==> src/hw/rtl/tha_pkg.sv <==
// Shared constants, types and the arctangent table for the tilt and heading unit.
// Used by every module of the block; depends on nothing.
package tha_pkg;

  // CORDIC depth and output angle format
  localparam int CORDIC_STAGES   = 16;
  localparam int ANGLE_FRAC_BITS = 7;
  localparam int TAB_LEN         = 24;
  localparam int TAB_BITS        = 20;
  localparam int CORDIC_USED     = (CORDIC_STAGES < TAB_LEN) ? CORDIC_STAGES : TAB_LEN;

  // square root: one result bit per cell, 32 result bits
  localparam int SQRT_STEPS = 32;

  // front end is three registers, then sqrt row, prep, CORDIC row, output
  localparam int LATENCY = 3 + SQRT_STEPS + 1 + CORDIC_USED + 1;

  // accel scaling: |v| * 312 / 10, the divide done by reciprocal
  localparam int SCALE_MUL   = 312;
  localparam int RECIP_SHIFT = 27;
  localparam int RECIP       = 13421773;  // ceil(2^27 / 10)

  // datapath widths
  localparam int XW = 36;  // CORDIC x and y
  localparam int AW = 29;  // angle accumulator, degrees * 2^20

  // angle constants in accumulator and output units
  localparam int FULL_ACC  = 90 << TAB_BITS;
  localparam int RND_SH    = TAB_BITS - ANGLE_FRAC_BITS;
  localparam int RND_HALF  = 1 << (RND_SH - 1);
  localparam int DEG90_OUT = 90 << ANGLE_FRAC_BITS;
  localparam int DEG180_OUT = 180 << ANGLE_FRAC_BITS;

  // input selector codes
  localparam logic REQ_ACCEL   = 1'b0;
  localparam logic REQ_COMPASS = 1'b1;

  // per-lane flags for special cases and final sign handling
  typedef struct packed {
    logic zero_num;
    logic zero_den;
    logic neg;
    logic sub180;
    logic bad;
  } lane_ctl_t;

  // square root lane: radicand bits still to bring down, remainder, root
  typedef struct packed {
    logic [63:0] rad;
    logic [33:0] rem;
    logic [31:0] root;
  } sq_lane_t;

  typedef struct packed {
    logic              vld;
    logic              comp;
    logic signed [15:0] ax;
    logic signed [15:0] ay;
    logic signed [15:0] az;
    logic [20:0]       vx;
    logic [20:0]       vy;
    logic [20:0]       vz;
    sq_lane_t [2:0]    ln;
  } sq_item_t;

  typedef struct packed {
    logic signed [XW-1:0] x;
    logic signed [XW-1:0] y;
    logic signed [AW-1:0] a;
    lane_ctl_t            ctl;
  } cd_lane_t;

  typedef struct packed {
    logic           vld;
    logic [20:0]    vx;
    logic [20:0]    vy;
    logic [20:0]    vz;
    cd_lane_t [2:0] ln;
  } cd_item_t;

  // atan(2^-i) in degrees * 2^20, rounded
  function automatic logic signed [AW-1:0] atan_tab(input logic [4:0] i);
    logic signed [AW-1:0] v;
    case (i)
      5'd0:    v = 29'sd47185920;
      5'd1:    v = 29'sd27855475;
      5'd2:    v = 29'sd14718068;
      5'd3:    v = 29'sd7471121;
      5'd4:    v = 29'sd3750058;
      5'd5:    v = 29'sd1876857;
      5'd6:    v = 29'sd938658;
      5'd7:    v = 29'sd469357;
      5'd8:    v = 29'sd234682;
      5'd9:    v = 29'sd117342;
      5'd10:   v = 29'sd58671;
      5'd11:   v = 29'sd29335;
      5'd12:   v = 29'sd14668;
      5'd13:   v = 29'sd7334;
      5'd14:   v = 29'sd3667;
      5'd15:   v = 29'sd1833;
      5'd16:   v = 29'sd917;
      5'd17:   v = 29'sd458;
      5'd18:   v = 29'sd229;
      5'd19:   v = 29'sd115;
      5'd20:   v = 29'sd57;
      5'd21:   v = 29'sd29;
      5'd22:   v = 29'sd14;
      5'd23:   v = 29'sd7;
      default: v = '0;
    endcase
    return v;
  endfunction

endpackage

==> src/hw/rtl/tha_cordic_cell.sv <==
// One vectoring CORDIC cell: rotates three lanes toward the x axis by atan(2^-idx).
// Depends on tha_pkg.
module tha_cordic_cell import tha_pkg::*; (
  input  logic       clk,
  input  logic       rst,
  input  logic [4:0] idx,
  input  cd_item_t   d_in,
  output cd_item_t   d_out
);

  cd_item_t nxt;

  // rotate by sign of y, accumulate table angle
  always_comb begin
    logic signed [XW-1:0] dx;
    logic signed [XW-1:0] dy;
    logic signed [AW-1:0] ang;
    nxt = d_in;
    ang = atan_tab(idx);
    for (int k = 0; k < 3; k++) begin
      dx = d_in.ln[k].y >>> idx;
      dy = d_in.ln[k].x >>> idx;
      if (!d_in.ln[k].y[XW-1]) begin
        nxt.ln[k].x = d_in.ln[k].x + dx;
        nxt.ln[k].y = d_in.ln[k].y - dy;
        nxt.ln[k].a = d_in.ln[k].a + ang;
      end else begin
        nxt.ln[k].x = d_in.ln[k].x - dx;
        nxt.ln[k].y = d_in.ln[k].y + dy;
        nxt.ln[k].a = d_in.ln[k].a - ang;
      end
    end
  end

  always_ff @(posedge clk) begin
    if (rst) begin
      d_out.vld <= 1'b0;
    end else begin
      d_out.vld <= d_in.vld;
    end
  end

  always_ff @(posedge clk) begin
    d_out.vx <= nxt.vx;
    d_out.vy <= nxt.vy;
    d_out.vz <= nxt.vz;
    d_out.ln <= nxt.ln;
  end

endmodule

==> config.mk <==
export PLATFORM = sky130hd
export DESIGN_NAME = tha_cordic_cell
export DESIGN_NICKNAME = d
export VERILOG_FILES = /design/src/hw/rtl/tha_pkg.sv /design/src/hw/rtl/tha_cordic_cell.sv
export SDC_FILE = /design/constraint.sdc
export NUM_CORES = 2
export LEC_CHECK = 0
export ABC_AREA = 1
export BUFFER_PORTS_ARGS = -buffer_cell sky130_fd_sc_hd__buf_2
export CELL_PAD_IN_SITES_DETAIL_PLACEMENT = 1
export CELL_PAD_IN_SITES_GLOBAL_PLACEMENT = 2
export CORE_UTILIZATION = 30
export CTS_BUF_LIST = sky130_fd_sc_hd__clkbuf_2 sky130_fd_sc_hd__clkbuf_4 sky130_fd_sc_hd__clkbuf_8
export DETAILED_ROUTE_END_ITERATION = 16
export PLACE_DENSITY = 0.92
export SLEW_MARGIN = 20
export SYNTH_ARGS = -nofsm -noshare
export SYNTH_HDL_FRONTEND = slang
export SYNTH_SLANG_ARGS = --single-unit
==> constraint.sdc <==
create_clock -name clk -period 4.75 [get_ports clk]
set_input_delay 0.475 -clock clk [delete_from_list [all_inputs] [get_ports clk]]
set_output_delay 0.475 -clock clk [all_outputs]
set_load 0.1 [all_outputs]
==> impl_metrics.ini <==
[status]
outcome = completed

[logic_synthesis]
synth_top_family_by_area = simple AND/OR/NAND/NOR gates
avgSynthCellArea_um2 = 5.78
ys_seq_elements = 382
async_flop_share_pct = 0
synth.cell_area_um2 = 44100
seq_area_frac_synth_pct = 17.3
ys_types = 54
synth_edf_count = 0
yosys-top-cells-count = 2,531 x nand2_1, 1,220 x nand3_1, 689 x inv_1
yosys.area_share.simple_pct = 43.3
synthXorXnorAreaFrac_pct = 8.07
synth_flop_cell = dfxtp_1
synthMuxAreaShare_pct = 0
synth_area_leaders = nand2_1 22%, dfxtp_1 17%, nand3_1 14%
yosys_warnings = 0
post_synth_inst_count = 7636
synth_top_area_share_pct = 21.5
synthAdderAreaFrac_pct = 9.17
yosys.area.top_type = nand2_1
syn_nets = 8343
synth_compound_area_share_pct = 12.7
synth.most_common_cell = nand2_1

[pwr]
sw_frac_of_total_pct = 58.7
static-leakage-power_nw = 34.3
vdd_drop_max_mv = 0.806
pwr-share-clk_pct = 14.1
p_int_mw = 11.8
pwr-share-comb_pct = 69.4
p_sw_mw = 16.8
power.density_nw_per_um2 = 454
seqPwrFrac_pct = 16.5

[layout]
largest_register = d_out
instances_no_fill = 11700
final-seq-area_um2 = 7650
multi_input_area_um2 = 32400
largest_reg_flops = 382
reg_top3 = d_out: 382 flops
syn_to_final_growth_pct = 42.9
nNetsFinal = 10400
fillCellCount = 20000
final_util_pct = 43.2
layout-drive-gt1-share_pct = 24.8

[clocking]
clock_sinks = 382
cts-buffers-inserted = 71
cts_root_buffer = clkbuf_8
cts-htree-levels = 3
clk_pin_slew_ns = 0.07
cts_buffer_depth = 3
cts_tree = done

[die]
coreArea_um2 = 146000
die_h_um = 386
ioPinCount = 771
die_x_um = 386
die_area_um2 = 149000
initial_utilization_pct = 30.3
rows = 140

[worst_hold_path]
hold_path_class = in2reg

[setup_path]
crit_top_cell = nand2_1
arrival_ns = 5.23
max_stage_delay_ns = 0.60
critPathSlowestCell = dlygate4sd3_1
crit_path_max_fanout = 4
worst_setup_path_start_kind = primary input
required_ns = 5.46
worst_setup_path_end_kind = register
worst-setup-path-type = in2reg

[routing]
drc = 0
drt_first_pass_iters = 7
viasPerCell = 5.30
ant_nets = 0
via_count = 62100
initialDrtViolationCount = 4386
routedWlPerCell_um = 20.6
finalWirelength_mm = 241

[placement]
gp_congestion = 1.04
io_buffer_count = 770
dp_slack_ns = -0.388
place_hpwl_mm = 195
dp.cells = 11500

[timing]
hold_violations = 0
rsz0062_at_grt = false
tightest_slew_ns = 0.913
hold_slack_ns = 0.0983
max_freq_mhz = 221
period_minus_slack_ns = 4.52
slew_headroom_pct = 38.7
layout_setup_ws_ns = 0.233
min_period_over_period_pct = 95.1
slew_violations = 0
setup_viol = 0

[grt]
grt_overflow = 0
antenna_found_initial = 18
grt_pass1_vias = 64500
grt_max_degree = 107
grt_pass1_wl_mm = 364
groute.usage.overall_pct = 31.1

[flow_run]
drv_cap = 0
==> final timing paths <==
kind  startpoint                  to  cells past startpoint
max    d_in[176]  d_out[174]$_DFF_P_                     28
min    d_in[135]  d_out[135]$_DFF_P_                      3
==> area by class of cell <==
cell class                 instances  share of cell area [%]
antenna                           16                  0.0635
sequential                       382                    12.1
tap                             1917                    3.80
clock buffer                      98                    2.03
clock inverter                    30                   0.728
multi-input combinational       6264                    51.3
timing repair buffer            2288                    25.6
inverter                         722                    4.33
==> routing by layer <==
metal / share of wire (%) / up-vias / GRT usage (%)
met3: 6.4 / 741 / 4.97
met5: 0.018 / - / 0
met2: 46 / 2304 / 52.4
met1: 41 / 29800 / 36.8
li1: - / 29200 / -
met4: 6.6 / 6 / 19.5
==> cell families after synthesis <==
logic type | count (synthesis)
compound gates | 1008
xor+xnor | 407
fa+ha+maj | 318
buf+inv | 990
flops | 382
simple gates | 4531
==> stage by stage <==
step / power, mW / setup TNS, ns / area, µm²
after CTS: 28.5 / 0 / 63000
final: 28.6 / 0 / 63100
after global routing: 29.9 / 0 / 63100
after detailed placement: 24.2 / -12.05 / 60200
after global placement: 23.8 / -1.80 / 60200
after floorplan: 18.0 / 0 / 44100
==> placed cells by master (no fill, tap or decap), types with 83 or more instances in the layout <==
master and instances:
a21oi_1 424, a31oi_1 83, buf_2 765, buf_4 1362, clkbuf_8 88, dfxtp_1 382, dlygate4sd3_1 108, ha_1 309
inv_1 688, nand2_1 2530, nand3_1 1219, nor2_1 574, o21ai_0 311, xnor2_1 110, xor2_1 297
==> critical path, delay by kind of cell <==
family,cells,cell delay [ns]
simple gates,14,2.00
compound gates,3,0.61
buf+inv,8,1.38
xor+xnor,1,0.20
fa+ha+maj,2,0.54
==> power by group through the flow <==
stage / sequential [mW] / clock, mW / combinational [mW]
global route: 4.80 / 4.25 / 20.8
CTS: 4.71 / 4.12 / 19.7
floorplan: 12.8 / 0 / 5.24
detailed placement: 4.74 / 0 / 19.4
finish: 4.73 / 4.04 / 19.9
global placement: 4.71 / 0 / 19.0
==> repair_timing <==
item,in CTS,in global routing
setup buffers,0,0
hold buffers,108,0
gates resized for setup,0,7
setup endpoints to repair,0,14
endpoints found under the hold margin,107,0
No activity file was read; power rests on OpenSTA's default activity.
