[src/hw/rtl/tha_pkg.sv]
// Shared constants, types and the arctangent table for the tilt and heading unit.
// Used by every module of the block; depends on nothing.
package tha_pkg;

  // CORDIC depth and output angle format
  localparam int CORDIC_STAGES   = 16;
  localparam int ANGLE_FRAC_BITS = 7;
  localparam int TAB_LEN         = 24;
  localparam int TAB_BITS        = 20;
  localparam int CORDIC_USED     = (CORDIC_STAGES < TAB_LEN) ? CORDIC_STAGES : TAB_LEN;

  // square root: one result bit per cell, 32 result bits
  localparam int SQRT_STEPS = 32;

  // front end is three registers, then sqrt row, prep, CORDIC row, output
  localparam int LATENCY = 3 + SQRT_STEPS + 1 + CORDIC_USED + 1;

  // accel scaling: |v| * 312 / 10, the divide done by reciprocal
  localparam int SCALE_MUL   = 312;
  localparam int RECIP_SHIFT = 27;
  localparam int RECIP       = 13421773;  // ceil(2^27 / 10)

  // datapath widths
  localparam int XW = 36;  // CORDIC x and y
  localparam int AW = 29;  // angle accumulator, degrees * 2^20

  // angle constants in accumulator and output units
  localparam int FULL_ACC  = 90 << TAB_BITS;
  localparam int RND_SH    = TAB_BITS - ANGLE_FRAC_BITS;
  localparam int RND_HALF  = 1 << (RND_SH - 1);
  localparam int DEG90_OUT = 90 << ANGLE_FRAC_BITS;
  localparam int DEG180_OUT = 180 << ANGLE_FRAC_BITS;

  // input selector codes
  localparam logic REQ_ACCEL   = 1'b0;
  localparam logic REQ_COMPASS = 1'b1;

  // per-lane flags for special cases and final sign handling
  typedef struct packed {
    logic zero_num;
    logic zero_den;
    logic neg;
    logic sub180;
    logic bad;
  } lane_ctl_t;

  // square root lane: radicand bits still to bring down, remainder, root
  typedef struct packed {
    logic [63:0] rad;
    logic [33:0] rem;
    logic [31:0] root;
  } sq_lane_t;

  typedef struct packed {
    logic              vld;
    logic              comp;
    logic signed [15:0] ax;
    logic signed [15:0] ay;
    logic signed [15:0] az;
    logic [20:0]       vx;
    logic [20:0]       vy;
    logic [20:0]       vz;
    sq_lane_t [2:0]    ln;
  } sq_item_t;

  typedef struct packed {
    logic signed [XW-1:0] x;
    logic signed [XW-1:0] y;
    logic signed [AW-1:0] a;
    lane_ctl_t            ctl;
  } cd_lane_t;

  typedef struct packed {
    logic           vld;
    logic [20:0]    vx;
    logic [20:0]    vy;
    logic [20:0]    vz;
    cd_lane_t [2:0] ln;
  } cd_item_t;

  // atan(2^-i) in degrees * 2^20, rounded
  function automatic logic signed [AW-1:0] atan_tab(input logic [4:0] i);
    logic signed [AW-1:0] v;
    case (i)
      5'd0:    v = 29'sd47185920;
      5'd1:    v = 29'sd27855475;
      5'd2:    v = 29'sd14718068;
      5'd3:    v = 29'sd7471121;
      5'd4:    v = 29'sd3750058;
      5'd5:    v = 29'sd1876857;
      5'd6:    v = 29'sd938658;
      5'd7:    v = 29'sd469357;
      5'd8:    v = 29'sd234682;
      5'd9:    v = 29'sd117342;
      5'd10:   v = 29'sd58671;
      5'd11:   v = 29'sd29335;
      5'd12:   v = 29'sd14668;
      5'd13:   v = 29'sd7334;
      5'd14:   v = 29'sd3667;
      5'd15:   v = 29'sd1833;
      5'd16:   v = 29'sd917;
      5'd17:   v = 29'sd458;
      5'd18:   v = 29'sd229;
      5'd19:   v = 29'sd115;
      5'd20:   v = 29'sd57;
      5'd21:   v = 29'sd29;
      5'd22:   v = 29'sd14;
      5'd23:   v = 29'sd7;
      default: v = '0;
    endcase
    return v;
  endfunction

endpackage

[src/hw/rtl/tha_sqrt_cell.sv]
// One cell of the square root row: yields one root bit for each of three lanes.
// Depends on tha_pkg.
module tha_sqrt_cell import tha_pkg::*; (
  input  logic     clk,
  input  logic     rst,
  input  sq_item_t d_in,
  output sq_item_t d_out
);

  sq_item_t nxt;

  // restoring digit step: bring down two radicand bits, try root*4+1
  always_comb begin
    logic [35:0] rsh;
    logic [35:0] trial;
    nxt = d_in;
    for (int k = 0; k < 3; k++) begin
      rsh   = {d_in.ln[k].rem, d_in.ln[k].rad[63:62]};
      trial = {2'b00, d_in.ln[k].root, 2'b01};
      nxt.ln[k].rad = {d_in.ln[k].rad[61:0], 2'b00};
      if (rsh >= trial) begin
        nxt.ln[k].rem  = 34'(rsh - trial);
        nxt.ln[k].root = {d_in.ln[k].root[30:0], 1'b1};
      end else begin
        nxt.ln[k].rem  = rsh[33:0];
        nxt.ln[k].root = {d_in.ln[k].root[30:0], 1'b0};
      end
    end
  end

  // valid flag is reset, payload is not
  always_ff @(posedge clk) begin
    if (rst) begin
      d_out.vld <= 1'b0;
    end else begin
      d_out.vld <= d_in.vld;
    end
  end

  always_ff @(posedge clk) begin
    d_out.comp <= nxt.comp;
    d_out.ax   <= nxt.ax;
    d_out.ay   <= nxt.ay;
    d_out.az   <= nxt.az;
    d_out.vx   <= nxt.vx;
    d_out.vy   <= nxt.vy;
    d_out.vz   <= nxt.vz;
    d_out.ln   <= nxt.ln;
  end

endmodule

[config.mk]
export PLATFORM = sky130hd
export DESIGN_NAME = tha_sqrt_cell
export DESIGN_NICKNAME = d
export VERILOG_FILES = /design/src/hw/rtl/tha_pkg.sv /design/src/hw/rtl/tha_sqrt_cell.sv
export SDC_FILE = /design/constraint.sdc
export NUM_CORES = 1
export LEC_CHECK = 0
export BUFFER_PORTS_ARGS = -buffer_cell sky130_fd_sc_hd__buf_4
export CAP_MARGIN = 5
export CORE_AREA = 2 2 393 395
export CTS_CLUSTER_SIZE = 24
export DETAILED_ROUTE_END_ITERATION = 16
export DIE_AREA = 0 0 395 397
export MAX_ROUTING_LAYER = met4
export PLACE_DENSITY_LB_ADDON = 0.08
export RECOVER_POWER = 50
export SETUP_SLACK_MARGIN = 0.15
export SLEW_MARGIN = 10
export SYNTH_ARGS = -nofsm -noshare
export SYNTH_HDL_FRONTEND = slang
export SYNTH_SLANG_ARGS = --single-unit
[constraint.sdc]
create_clock -name clk -period 7 [get_ports clk]
set_clock_uncertainty 0.2 [all_clocks]
set_input_delay 0.7 -clock clk [delete_from_list [all_inputs] [get_ports clk]]
set_output_delay 0.7 -clock clk [all_outputs]
set_load 0.005 [all_outputs]
==> results of run 1 <==
-- timing repair --
action                    CTS  global route
hold buffers              398             0
hold endpoints to repair  397             0
buffers inserted            0             0
-- power by group through the flow --
stage	Sequential, µW	Combinational, µW	Clock, µW
2_1_floorplan	3250	615	0
3_3_place_gp	3240	1610	0
3_5_place_dp	3230	1590	0
4_1_cts	3180	1810	3770
5_1_grt	3190	1850	3860
6_report	3170	1710	3570
-- area by class of cell --
type | instances | area, µm² | area share
inverter | 126 | 473 | 0.0143
timing repair buffer | 1402 | 11100 | 0.338
tap | 2044 | 2560 | 0.0776
clock buffer | 95 | 1910 | 0.0580
antenna | 25 | 62.6 | 0.00190
clock inverter | 25 | 364 | 0.0110
sequential | 497 | 9950 | 0.302
multi-input combinational | 850 | 6520 | 0.198
-- how the worst max path moves through the flow --
stage                   start          to  slack [ns]  depth (start not counted)
floorplan           d_in[260]  d_out[298]        3.61                         13
global placement      d_in[0]   d_out[36]        2.43                         13
detailed placement    d_in[0]   d_out[35]        2.31                         13
CTS                   d_in[0]   d_out[35]        2.47                         14
global route        d_in[273]  d_out[322]        2.36                         13
finish                d_in[0]   d_out[35]        2.55                         14
-- Yosys cell counts, types with 13 or more instances --
master	count	share of area
a21o_1	52	0.023
a21oi_1	117	0.034
a31oi_1	13	0.0047
clkbuf_1	13	0.0028
dfxtp_1	497	0.58
ha_1	102	0.074
inv_1	126	0.027
mux2_2	19	0.012
mux2_4	52	0.045
nand2_1	66	0.014
nand3_1	18	0.0052
nand4_1	19	0.0069
nor2_1	78	0.017
o21a_1	14	0.0061
o21ai_0	42	0.012
xnor2_1	62	0.032
xor2_1	32	0.016
-- stage by stage --
step	hold WS [ns]	utilization	cell area [µm²]	worst slack, ns
3_5_place_dp	0.605	0.177	27000	2.31
6_report	0.0708	0.216	33000	2.55
4_1_cts	0.000973	0.218	33300	2.47
3_3_place_gp	0.604	0.177	27000	2.43
2_1_floorplan	0.528	-	17200	3.61
5_1_grt	0.0182	0.216	33000	2.36
-- per-layer routing --
metal,vias to the layer above,part of all wire
li1,8062,-
met1,7793,0.37
met2,706,0.52
met3,126,0.078
met4,0,0.032
met5,-,0
-- logic make-up after synthesis --
logic type,Yosys count,share of synthesized area
DFF,497,0.578
AOI/OAI and AO/OA,324,0.125
and+or+nand+nor,248,0.0697
buffers and inverters,166,0.0453
adders and majority gates,102,0.0741
xor gates and xnor gates,94,0.0478
muxes,76,0.0607
other,1,0.000218
==> impl_metrics.yaml, run 1 <==
status:
  status: "finished clean"
yosys:
  synthArstFlopShare: 0
  ys_seq_elements: 497
  synth_ff_type: "dfxtp_1"
  synthesis.area_um2: 17200
  avgSynthCellArea_um2: 11.4
  synthDistinctLibCells: 74
  synth_edf_count: 0
  yosysSeqAreaShare: 0.578
  synthCells: 1508
  yosys_warnings: 0
floorplan:
  start_util: 0.113
  die_h_um: 397
  dieArea_um2: 157000
  coreArea_um2: 153000
  rows: 144
  ios: 1008
  die_w_um: 395
grt:
  grt_antenna_before_repair: 38
  busiest_layer: "met2"
  use_met3: 0.0445
  grt_max_degree: 49
  grt-ovfl-total: 0
  grt_util_met2: 0.219
  grt_pass1_vias: 18038
  grt_pass1_wl_mm: 131
  grt_use_met1: 0.120
  grt_usage: 0.121
min_path:
  hold_depth: 2
  min_path_type: "in2reg"
  whs_endpoint: "d_out[32]"
  min_from: "d_in[128]"
layout:
  area_delta_synth_final_pct: 91.4
  finalNetCount: 3552
  final_cell_mix: "buf_4 (507), dfxtp_1 (497), dlygate4sd3_1 (398), clkbuf_4 (395), inv_1 (126)"
  final_cells: 5064
  regMostFlops: "d_out"
  largest_reg_flops: 497
  largestRegisters: "d_out (497)"
  final_common_cell: "buf_4"
  fill_cells: 16784
  drive_gt1_frac: 0.371
clock_tree:
  cts_buffers: 68
  cts.repair.resized: 0
  ctsHtreeMaxLevel: 3
  clk_path_buf_depth: 3
  root_buffer: "clkbuf_16"
  cts_tree: "done"
  clk_pin_slew_ns: 0.06
  cts_sinks: 497
sta:
  hold_viol: 0
  drv_slew: 0
  max_clock_freq_mhz: 225
  post-route-period-util: 0.635
  setup_viol: 0
  fin_setup_tns_ns: 0
  tightest_slew_ns: 1.01
  rsz0062_at_grt: "no"
  slew_headroom: 0.319
  period_minus_slack_ns: 4.45
placed_design:
  dp.cells: 4521
  hpwl_mm: 80.3
  routabilityCongestion: 0.821
  io_buffers: 1001
routing:
  drt_iter0_markers: 554
  first_pass_iters: 4
  drt-total-wl_mm: 95.7
  wl_per_cell_um: 18.9
  viasPerCell: 3.30
  drc: 0
  postRouteAntennaNets: 0
  via_count: 16687
power:
  power_frac_clock: 0.423
  p_comb_frac: 0.202
  p_sw_uw: 2340
  p_per_area_nw_per_um2: 256
  leakagePower_uw: 0.0149
  pwr-share-seq: 0.375
  total_power_uw: 8440
  power.internal_uw: 6110
  peakVddDrop_v: 0.000162
  sw_frac_of_total: 0.277
worst_setup_path:
  required_ns: 7.36
  cp-start-kind: "primary input"
  timing.critical_path.buf_inv: 4
  cp_slowest_stage_delay_ns: 0.59
  cpMaxStageDelayCell: "o21a_2"
  cp_common_cell: "o21ai_2"
  crit_family: "compound AO/OA/AOI/OAI gates"
  critPathMaxFanout: 19
  cp-end-kind: "flop"
  cp_cell_sequence: "dlygate4sd3_1, clkbuf_4, inv_1, ha_1, nor2b_1, o31a_1, o21ai_2, a211oi_2, nor3_4, o21ai_2, a211oi_1, o21a_2, buf_4, mux2_2"
  criticalPathCategory: "in2reg"
  cp_data_arrival_time_ns: 4.80
job:
  cap_violations: 0
(Power assumes the default switching activity.)
==> run 2: changes to the inputs <==
Settings changed: ABC_AREA set to 1, CORE_AREA 2 2 393 395 to 2 2 389 391, DIE_AREA 0 0 395 397 to 0 0 391 393.
Clock period 7 ns to 4.5 ns, I/O delays scaled along.
==> impl_metrics.yaml, run 2 <==
layout:
  seqCellArea_um2: 9950
  finish.utilization: 0.242
  final_common_cell: "nand2_1"
  largest_reg_flops: 497
  regMostFlops: "d_out"
  drive_gt1_frac: 0.274
  finalNetCount: 4594
  final_cell_mix: "nand2_1 (820), buf_4 (505), dfxtp_1 (497), dlygate4sd3_1 (494), inv_1 (418)"
  fill_cells: 16759
  multi_input_area_um2: 7560
  largestRegisters: "d_out (497)"
  area_delta_synth_final_pct: 87.2
sta:
  max_clock_freq_mhz: 325
  drv_slew: 0
  hold_viol: 0
  period_minus_slack_ns: 3.08
  fin_setup_tns_ns: 0
  rsz0062_at_grt: "no"
  slew_headroom: 0.447
  tightest_slew_ns: 0.821
  setup_viol: 0
  post-route-period-util: 0.684
floorplan:
  dieArea_um2: 154000
  die_h_um: 393
  coreArea_um2: 149000
  start_util: 0.129
  die_w_um: 391
  ios: 1008
  rows: 142
routing:
  drt-total-wl_mm: 121
  wl_per_cell_um: 20.1
  viasPerCell: 3.44
  via_count: 20665
  postRouteAntennaNets: 0
  drc: 0
  first_pass_iters: 5
  drt_iter0_markers: 729
yosys:
  yosysSeqAreaShare: 0.515
  synthTopCellsByArea: "dfxtp_1 (51%), nand2_1 (16%), inv_1 (8.1%)"
  synth_ff_type: "dfxtp_1"
  yosysMostFrequentCell: "nand2_1"
  synth_area_leader_cell: "dfxtp_1"
  synthDistinctLibCells: 28
  synth.top_cell.area_share: 0.515
  avgSynthCellArea_um2: 7.93
  synth_edf_count: 0
  yosys_warnings: 0
  synth_common_cells: "nand2_1 (820), dfxtp_1 (497), inv_1 (418)"
  synthArstFlopShare: 0
  synthesis.area_um2: 19300
  synthCells: 2438
  ys_seq_elements: 497
placed_design:
  io_buffers: 1001
  hpwl_mm: 102
  routabilityCongestion: 0.842
worst_setup_path:
  required_ns: 4.84
  criticalPathCategory: "in2reg"
  cp-start-kind: "primary input"
  timing.critical_path.buf_inv: 4
  critPathMaxFanout: 37
  cp_cell_sequence: "dlygate4sd3_1, clkbuf_1, inv_1, ha_1, nand2_1, nor2_2, nand3_1, nor2_1, nand2_1, a21oi_2, nor2_2, nand2_8, inv_6, nand2_1, nand2_1"
  cp_data_arrival_time_ns: 3.41
  cp.depth: 15
  cp_common_cell: "nand2_1"
  crit_family: "simple AND/OR/NAND/NOR gates"
  cp_slowest_stage_delay_ns: 0.64
  cp-startpoint: "d_in[268]"
  endpoint: "d_out[310]"
  cpMaxStageDelayCell: "dlygate4sd3_1"
  cp-end-kind: "flop"
grt:
  grt_pass1_wl_mm: 166
  grt_max_degree: 38
  grt_usage: 0.157
  grt_pass1_vias: 22021
  grt_util_met2: 0.270
  grt_antenna_before_repair: 24
  use_met3: 0.0507
  busiest_layer: "met2"
  grt_use_met1: 0.177
  grt-ovfl-total: 0
clock_tree:
  cts_sinks: 497
  cts_hold_repair.buffers: 494
  clk_path_buf_depth: 3
  cts_tree: "done"
  cts.repair.resized: 0
  ctsHtreeMaxLevel: 3
  root_buffer: "clkbuf_16"
  clk_pin_slew_ns: 0.05
  cts_buffers: 70
  post-cts-setup-buffers: 0
power:
  leakagePower_uw: 0.0180
  peakVddDrop_v: 0.000249
  p_per_area_nw_per_um2: 380
min_path:
  min_path_type: "in2reg"
  hold_depth: 3
  min_from: "d_in[129]"
status:
  status: "finished clean"
job:
  cap_violations: 0
[run 2: cell types whose count changed after synthesis, moves of 53 or more]
cell | previous run | this run
inv_1 | 126 | 418
nand2_1 | 66 | 820
nand3_1 | 18 | 112
nor2_1 | 78 | 148
xnor2_1 | 62 | 9
[run 2: routing by layer]
layer,wire (µm),vias to the layer above
met3,8890,126
met4,2840,0
li1,-,10512
met1,49900,9380
met2,59200,647
met5,0,-
[run 2: how the worst min path moves through the flow]
stage	endpoint	slack (ns)
2_1_floorplan	d_out[100]	0.28
3_3_place_gp	d_out[83]	0.35
4_1_cts	d_out[33]	0.02
6_report	d_out[33]	0.09
5_1_grt	d_out[33]	0.04
3_5_place_dp	d_out[356]	0.36
[run 2: kinds of logic (layout without fill, tap and decap cells)]
kind of cell / count (synthesis) / after routing / share of synthesized area
simple gates: 1213 / 1213 / 0.265
flops: 497 / 497 / 0.515
buf+inv: 445 / 2045 / 0.0947
compound gates: 126 / 126 / 0.0351
fa+ha+maj: 102 / 102 / 0.0660
xor+xnor: 54 / 54 / 0.0245
other cells: 1 / 31 / 0.000194
[run 2: final cells by class]
| cell class | count | share of cell area |
|---|---|---|
| Timing Repair Buffer | 1496 | 0.334 |
| Sequential cell | 497 | 0.275 |
| Multi-Input combinational cell | 1501 | 0.209 |
| Tap cell | 1944 | 0.0672 |
| Clock buffer | 99 | 0.0561 |
| Inverter | 421 | 0.0440 |
| Clock inverter | 29 | 0.0127 |
| Antenna cell | 25 | 0.00173 |
[run 2: where the power goes]
part	switching [µW]	total (µW)	internal [µW]
clock	2450	5990	3540
sequential	129	4910	4780
combinational	1500	2840	1330
[run 2: stage by stage]
| step | cells | power, µW | worst slack (ns) | cell area, µm² | hold WS, ns |
|---|---|---|---|---|---|
| 5_1_grt | 6009 | 14500 | 1.24 | 36200 | 0.0445 |
| 2_1_floorplan | 2443 | 5990 | 2.35 | 19300 | 0.278 |
| 6_report | 6012 | 13700 | 1.42 | 36200 | 0.0915 |
| 4_1_cts | 5987 | 14200 | 1.52 | 36500 | 0.0156 |
| 3_3_place_gp | 5365 | 7640 | 1.35 | 29100 | 0.355 |
| 3_5_place_dp | 5365 | 7610 | 1.33 | 29100 | 0.355 |
==> run 3: changes to the inputs <==
Settings changed: ABC_AREA 1 to 0, CORE_AREA 2 2 389 391 to 2 2 394 396, DIE_AREA 0 0 391 393 to 0 0 396 398.
Clock period 4.5 ns to 2.9 ns, I/O delays scaled along.
==> impl_metrics.yaml, run 3 (synthesis results as in run 1) <==
layout:
  multi_input_area_um2: 6640
  final_common_cell: "buf_4"
  largestRegisters: "d_out (497)"
  finalNetCount: 4002
  regMostFlops: "d_out"
  seqCellArea_um2: 9950
  final_cell_mix: "buf_4 (769), dlygate4sd3_1 (579), dfxtp_1 (497), clkbuf_4 (400), inv_1 (124)"
  final_cells: 5512
  drive_gt1_frac: 0.412
  area_delta_synth_final_pct: 116
  largest_reg_flops: 497
  fill_cells: 16667
sta:
  holdWs_ns: -0.320
  tightest_slew_ns: 0.609
  slew_headroom: 0.592
  drv_slew: 0
  rsz0062_at_grt: "no"
  setup_viol: 0
  max_clock_freq_mhz: 357
  post-route-period-util: 0.967
  hold_viol: 1
  period_minus_slack_ns: 2.80
  fin_setup_tns_ns: 0
min_path:
  min_path_type: "in2reg"
  whs_endpoint: "d_out[55]"
  min_from: "d_in[53]"
  hold_depth: 2
job:
  cap_violations: 0
worst_setup_path:
  cp_data_arrival_time_ns: 3.13
  cp-startpoint: "d_in[279]"
  critPathMaxFanout: 8
  required_ns: 3.23
  cp-start-kind: "primary input"
  criticalPathCategory: "in2reg"
  cp-end-kind: "flop"
grt:
  grt_usage: 0.125
  grt-ovfl-total: 0
  use_met3: 0.0440
  grt_pass1_wl_mm: 140
  grt_pass1_vias: 20461
  grt_use_met1: 0.134
  grt_max_degree: 20
  grt_antenna_before_repair: 33
  busiest_layer: "met2"
  grt_util_met2: 0.217
power:
  leakagePower_uw: 0.0171
  pwr-share-seq: 0.358
  peakVddDrop_v: 0.000417
  p_sw_uw: 5820
  power_frac_clock: 0.417
  sw_frac_of_total: 0.271
  p_per_area_nw_per_um2: 577
  p_comb_frac: 0.225
  power.internal_uw: 15600
routing:
  via_count: 18347
  postRouteAntennaNets: 0
  viasPerCell: 3.33
  first_pass_iters: 5
  drt-total-wl_mm: 98.9
  drt_iter0_markers: 481
  drc: 0
  wl_per_cell_um: 17.9
floorplan:
  ios: 1008
  die_w_um: 396
  die_h_um: 398
  coreArea_um2: 153000
  start_util: 0.112
  dieArea_um2: 158000
  rows: 144
status:
  failed_checks: "hold timing"
  status: "finished with violations"
clock_tree:
  clk_path_buf_depth: 3
  cts_sinks: 497
  cts_tree: "done"
  cts_buffers: 72
  root_buffer: "clkbuf_16"
  clk_pin_slew_ns: 0.06
  ctsHtreeMaxLevel: 3
placed_design:
  dp.cells: 4782
  io_buffers: 1001
  routabilityCongestion: 0.841
  hpwl_mm: 80.7
run 3: changes by cell type in the layout (fill, tap and decap cells not counted), sizes merged, moves of 14 or more:
cell / previous run / this run
mux2: 0 / 71
nor2: 174 / 78
buf: 505 / 776
o21a: 0 / 14
a31oi: 0 / 14
inv: 422 / 133
dlygate4sd3: 494 / 579
a21o: 0 / 55
nand3: 118 / 18
xnor2: 9 / 62
a211oi: 0 / 14
nand2: 871 / 66
a21oi: 78 / 119
run 3: power groups by stage:
stage / Clock [µW] / Combinational [µW] / Sequential (µW)
finish: 8940 / 4830 / 7670
global route: 9660 / 5270 / 7730
CTS: 9460 / 5000 / 7690
detailed placement: 0 / 4310 / 7820
global placement: 0 / 4350 / 7830
floorplan: 0 / 1500 / 7840
run 3: metrics by stage:
step	setup slack [ns]	hold slack, ns	power, µW	area, µm²	util
global route	0.0831	-0.390	22700	37200	0.242
finish	0.0961	-0.320	21400	37200	0.242
global placement	-0.516	0.195	12200	29100	0.190
floorplan	0.109	0.118	9340	17300	-
detailed placement	-0.552	0.196	12100	29100	0.190
CTS	0.159	-0.416	22100	37200	0.243
run 3: cell type report:
type	count	area share
flip-flops and latches	497	0.268
multi-input cells	850	0.179
diodes	23	0.00155
well taps	2044	0.0688
inverters	126	0.0128
clock buffers	92	0.0535
clock inverters	32	0.0105
repair buffers	1848	0.407
run 3: layer usage:
layer,routed length [µm],up-vias
li1,-,8978
met1,38800,8538
met2,49300,696
met3,7880,135
met4,2890,0
met5,0,-
run 3: timing repair:
action	in CTS	in global routing
resized for setup	0	19
setup buffers	0	1
setup endpoints to repair	0	66
hold endpoints to repair	495	9
hold buffers	571	8
run 3: how the worst max path moves through the flow:
stage	endpoint	slack, ns	depth (start not counted)
global placement	d_out[63]	-0.52	13
CTS	d_out[296]	0.16	11
global route	d_out[314]	0.08	12
detailed placement	d_out[63]	-0.55	13
floorplan	d_out[298]	0.11	12
finish	d_out[300]	0.1	11
run 3: worst max-delay path, cell delays in order:
cell,delay (ns)
dlygate4sd3_1,0.52
clkbuf_1,0.19
inv_1,0.07
ha_2,0.41
o21a_1,0.14
nor2_1,0.05
a31oi_4,0.27
a41oi_2,0.20
o31a_4,0.46
clkbuf_16,0.21
mux2_4,0.30
